==> src/sv/ray_box_intersect_top_defines.svh <==
// Assertion macros shared by the ray box intersection RTL.
`ifndef RAY_BOX_INTERSECT_TOP_DEFINES_SVH
`define RAY_BOX_INTERSECT_TOP_DEFINES_SVH

// Same-cycle implication, checked on the rising edge of clk outside reset.
`define RBI_ASSERT_IMP(lbl, ante, cons, msg) \
  lbl: assert property (@(posedge clk) disable iff (!rst_n) (ante) |-> (cons)) \
    else $error(msg);

// Next-cycle implication, checked on the rising edge of clk outside reset.
`define RBI_ASSERT_NXT(lbl, ante, cons, msg) \
  lbl: assert property (@(posedge clk) disable iff (!rst_n) (ante) |=> (cons)) \
    else $error(msg);

`endif

==> src/sv/rbi_pkg.sv <==
// Types, constants and helpers for the ray box intersection block.
package rbi_pkg;

  localparam int FRAC_BITS_DEF = 16;
  localparam int CW       = 32;            // coordinate width
  localparam int NAX      = 3;
  localparam int NFACE    = 6;
  localparam int T_FRAC   = 28;            // fraction bits of t
  localparam int NUM_W    = 33;            // |face - origin|
  localparam int DEN_W    = 32;            // |dir|
  localparam int QW       = NUM_W + T_FRAC; // quotient magnitude width
  localparam int QLO_W    = 32;
  localparam int QHI_W    = QW - QLO_W;
  localparam int TW       = QW + 1;        // signed t
  localparam int CAP_BITS = 40;
  localparam int MW       = CAP_BITS + 1;  // capped product magnitude
  localparam int VW       = 43;            // unsaturated coordinate
  localparam int DIV_LAT  = QW;
  localparam int FACE_LAT = 3;
  localparam int SEL_LAT  = 3;
  localparam int IN_W     = 2 * NAX * CW;
  localparam int OUT_W    = 104;
  localparam int OUT_USED = 1 + NAX * CW;
  localparam int IDX_W    = 3;

  localparam logic [IDX_W-1:0] REG_MIN_X    = 3'd0;
  localparam logic [IDX_W-1:0] REG_MIN_Y    = 3'd1;
  localparam logic [IDX_W-1:0] REG_MIN_Z    = 3'd2;
  localparam logic [IDX_W-1:0] REG_MAX_X    = 3'd3;
  localparam logic [IDX_W-1:0] REG_MAX_Y    = 3'd4;
  localparam logic [IDX_W-1:0] REG_MAX_Z    = 3'd5;
  localparam logic [IDX_W-1:0] REG_RAY_ONLY = 3'd6;

  typedef logic signed [CW-1:0] coord_t;
  typedef logic signed [VW-1:0] wide_t;

  typedef struct packed {
    logic                    f;
    logic signed [TW-1:0]    t;
    wide_t [NAX-1:0]         v;
  } cand_t;

  function automatic coord_t sat32(input wide_t v);
    coord_t r;
    if (v > VW'(coord_t'({1'b0, {(CW-1){1'b1}}}))) begin
      r = {1'b0, {(CW-1){1'b1}}};
    end else if (v < VW'(coord_t'({1'b1, {(CW-1){1'b0}}}))) begin
      r = {1'b1, {(CW-1){1'b0}}};
    end else begin
      r = v[CW-1:0];
    end
    return r;
  endfunction

endpackage

==> src/sv/rbi_sel.sv <==
// Registered tree that keeps the passing face with the smallest t.
module rbi_sel (
  input  logic           clk,
  input  logic           en,
  input  rbi_pkg::cand_t cand_i [rbi_pkg::NFACE],
  output rbi_pkg::cand_t cand_o
);
  import rbi_pkg::*;

  cand_t s1_r [3];
  cand_t s2a_r, s2b_r;
  cand_t s3_r;

  function automatic cand_t pick(input cand_t a, input cand_t b);
    cand_t r;
    if (a.f && (!b.f || ($signed(a.t) <= $signed(b.t)))) begin
      r = a;
    end else begin
      r = b;
    end
    return r;
  endfunction

  always_ff @(posedge clk) begin
    if (en) begin
      for (int i = 0; i < 3; i++) begin
        s1_r[i] <= pick(cand_i[2*i], cand_i[2*i+1]);
      end
      s2a_r <= pick(s1_r[0], s1_r[1]);
      s2b_r <= s1_r[2];
      s3_r  <= pick(s2a_r, s2b_r);
    end
  end

  assign cand_o = s3_r;

endmodule

==> config.mk <==
export PLATFORM = sky130hd
export DESIGN_NAME = rbi_sel
export DESIGN_NICKNAME = d
export VERILOG_FILES = /design/src/sv/ray_box_intersect_top_defines.svh /design/src/sv/rbi_pkg.sv /design/src/sv/rbi_sel.sv
export SDC_FILE = /design/constraint.sdc
export NUM_CORES = 2
export LEC_CHECK = 0
export BUFFER_PORTS_ARGS = -buffer_cell sky130_fd_sc_hd__buf_4
export CELL_PAD_IN_SITES_DETAIL_PLACEMENT = 2
export CELL_PAD_IN_SITES_GLOBAL_PLACEMENT = 2
export CORE_AREA = 2 2 522 524
export CTS_BUF_LIST = sky130_fd_sc_hd__clkbuf_4 sky130_fd_sc_hd__clkbuf_8
export DETAILED_ROUTE_END_ITERATION = 8
export DIE_AREA = 0 0 524 526
export GPL_TIMING_DRIVEN = 0
export HOLD_SLACK_MARGIN = 0.06
export MAX_ROUTING_LAYER = met4
export PLACE_DENSITY_LB_ADDON = 0.1
export SKIP_LAST_GASP = 1
export SLEW_MARGIN = 20
export SYNTH_ARGS = -nofsm -noshare
export SYNTH_HDL_FRONTEND = slang
export SYNTH_SLANG_ARGS = --single-unit
==> constraint.sdc <==
create_clock -name clk -period 3.75 [get_ports clk]
set_input_delay 0.75 -clock clk [delete_from_list [all_inputs] [get_ports clk]]
set_output_delay 0.75 -clock clk [all_outputs]
set_load 0.01 [all_outputs]
==> results.cfg <==
[synth]
synthTopCellsByArea = edfxtp_1 47%, mux2_2 5.8%, nand3_1 5.4%
yosysMostFrequentCell = edfxtp_1
synthFlopType = edfxtp_1
synth_top_area_share_pct = 46.57
synth_async_sr_flop_share_pct = 0
synth_commonest_cells = 1,152 x edfxtp_1, 798 x nand3_1, 690 x nand2_1
syn-instance-count = 7628
ys_warn_count = 0
synth-edff-count = 1152
netlist_area_um2 = 74290
syn_avg_cell_area_um2 = 9.739
synth.distinct_cells = 58
syn_nets = 9092
ys_ff_latch = 1152
yosysSeqAreaShare_pct = 46.57
synth_top_cell_by_area = edfxtp_1

[sta]
timing.fmax_mhz = 261.5
maxSlewHeadroom_pct = 22.13
slew_viol_final = 0
rsz0062_at_grt = yes
hold_viol_final = 0
worst_pin_slew_ns = 1.168
skew_ns = 0.09354
period_share_pct = 102.0
fin_crit_ns = 3.825
worst_slack_ns = -0.07473
setup_viol = 13
whs_ns = 0.1514

[routing]
drt-total-wl_um = 460900
drt_iter0_markers = 6650
vias_per_cell = 5.588
ant_nets = 0
drtPass1Iterations = 6
wl_per_cell_um = 33.22
vias = 77530
drc_errors = 0

[critical_path]
critPathLaunch = cand_i[190]
end_kind = flip-flop
path_class = in2reg
crit_required_ns = 4.36
r2r_start = s1_r[1][178]
worstSetupStartpointType = input pin
arrival_ns = 4.43
critical_path_peak_fanout = 10

[grt]
grt_start_max_net_pins = 150
grt_pass1_vias = 82200
grt_overflow = 0
grt_pass1_wl_um = 635000
track_usage_pct = 33.06
antenna_found_initial = 206

[clocking]
clk_path_buf_depth = 3
cts_tree = yes
cts_buffers = 216
clock-sinks = 1152
cts.reportedPaths.clkPinSlew_ns = 0.07
root_buffer = clkbuf_8
clkLatencyLatePin_ns = 1.06
htreeDepth = 4

[layout]
nNetsFinal = 11470
num-fill-cells = 28980
drive_gt1_share_pct = 27.19
fin_area_um2 = 105200
final_core_util_pct = 38.99
area_delta_synth_final_pct = 41.59

[die]
die_w_um = 524
die_h_um = 526
fp.dieArea_um2 = 275600
start_util_pct = 27.53
row_count = 191
ios = 1346
core_area_um2 = 269800

[power]
peakVddDrop_mv = 0.4045
leakagePower_nw = 40.28
powerDensity_nw_per_um2 = 439.7

[run_status]
status = complete, but fails checks
violations = setup timing

[placement]
dp_hpwl_um = 341200
placed_cell_area_um2 = 89550
gp_congestion = 0.9246
io_buffers = 1344

[worst_hold_path]
hold_class = in2reg
holdCritStartpoint = cand_i[554]

[run]
max_cap_viol_count = 0
cell families (layout without fill, tap and decap cells):
kind of cell | Yosys count | count (layout) | synth area share (%)
buffers and inverters | 1335 | 3886 | 7.035
other | 0 | 124 | 0
DFF | 1152 | 1152 | 46.57
and+or+nand+nor | 2847 | 2847 | 19.63
AOI/OAI and AO/OA | 1410 | 1410 | 12.85
adders and majority gates | 310 | 310 | 5.221
muxes | 574 | 574 | 8.701
power by group:
part | switching [W] | internal (W)
clock network | 0.00628 | 0.00717
registers | 0.00139 | 0.0165
logic | 0.00912 | 0.00582
routing by layer:
layer  share of wire, %  vias up  global-route usage, %
li1                   -    33820                      -
met1                 43    39770                  42.54
met2                 46     3135                  51.11
met3                6.1      801                  5.082
met4                5.2        0                  14.83
met5                  0        -                      -
state kept, by name, summed over array words and instances (netlist names):
signal / flops
s2a_r: 192
s1_r: 576
cand_o: 192
s2b_r: 192
path summary, 6_finish.rpt:
kind                       end  slack [ns]  cells after the start
setup reg to reg     s2a_r[94]       -0.05                     15
hold reg to reg      s2b_r[16]        0.38                      0
hold / removal    s1_r[1][170]        0.15                      2
setup / recovery  s1_r[2][108]       -0.07                     16
area by class of cell:
type / instances / area, µm² / area share (%)
flip-flops and latches: 1152 / 34590 / 32.89
repair buffers: 2166 / 18740 / 17.82
multi-input cells: 5141 / 36110 / 34.33
clock inverters: 118 / 1080 / 1.027
diodes: 124 / 310.3 / 0.2950
clock buffers: 269 / 3371 / 3.204
well taps: 3570 / 4467 / 4.246
inverters: 583 / 2188 / 2.080
plain buffers: 750 / 4328 / 4.114
cells in the final DEF, fill, tap and decap left out, types with 124 or more instances in the layout:
master and instances:
mux2_1 189, clkbuf_1 334, edfxtp_1 1152, diode_2 124
o2111a_1 130, dlygate4sd3_1 736, nand4_1 247, inv_1 569
nand3b_1 193, a21oi_1 493, nor3_1 574, o211ai_1 263
buf_4 1437, ha_1 303, clkbuf_8 219, nand3_1 795
nand2_1 689, o21ai_1 124, mux2_2 385
per-stage QoR:
step | total power (W) | setup TNS (ns) | setup slack [ns] | cells
finish | 0.04625 | -0.3774 | -0.07473 | 13870
global route | 0.04794 | -4.033 | -0.1488 | 13860
CTS | 0.04579 | -0.9586 | -0.07849 | 13720
detailed placement | 0.03097 | -1284.41 | -1.919 | 12570
global placement | 0.03085 | - | -8.842 | 12540
floorplan | 0.02368 | 0 | 0.3755 | 7628
critical path, cell delays in order:
cell and delay [ns]:
buf_4 0.11, inv_1 0.09, ha_1 0.29, buf_4 0.21, nand4_4 0.16, nor4_4 0.26
buf_4 0.19, nand2_2 0.11, o41a_1 0.49, o2111a_1 0.25, buf_2 0.26, buf_4 0.29
buf_2 0.25, nand4_1 0.14, o2111a_1 0.21, o211ai_1 0.32
timing repair:
item	CTS	global route
resized for setup	469	466
pin swaps	30	68
hold buffers	737	0
endpoints found under the setup margin	944	524
buffers inserted	26	30
hold endpoints to repair	409	0
gates cloned	1	5
No activity file was read; power rests on OpenSTA's default activity.
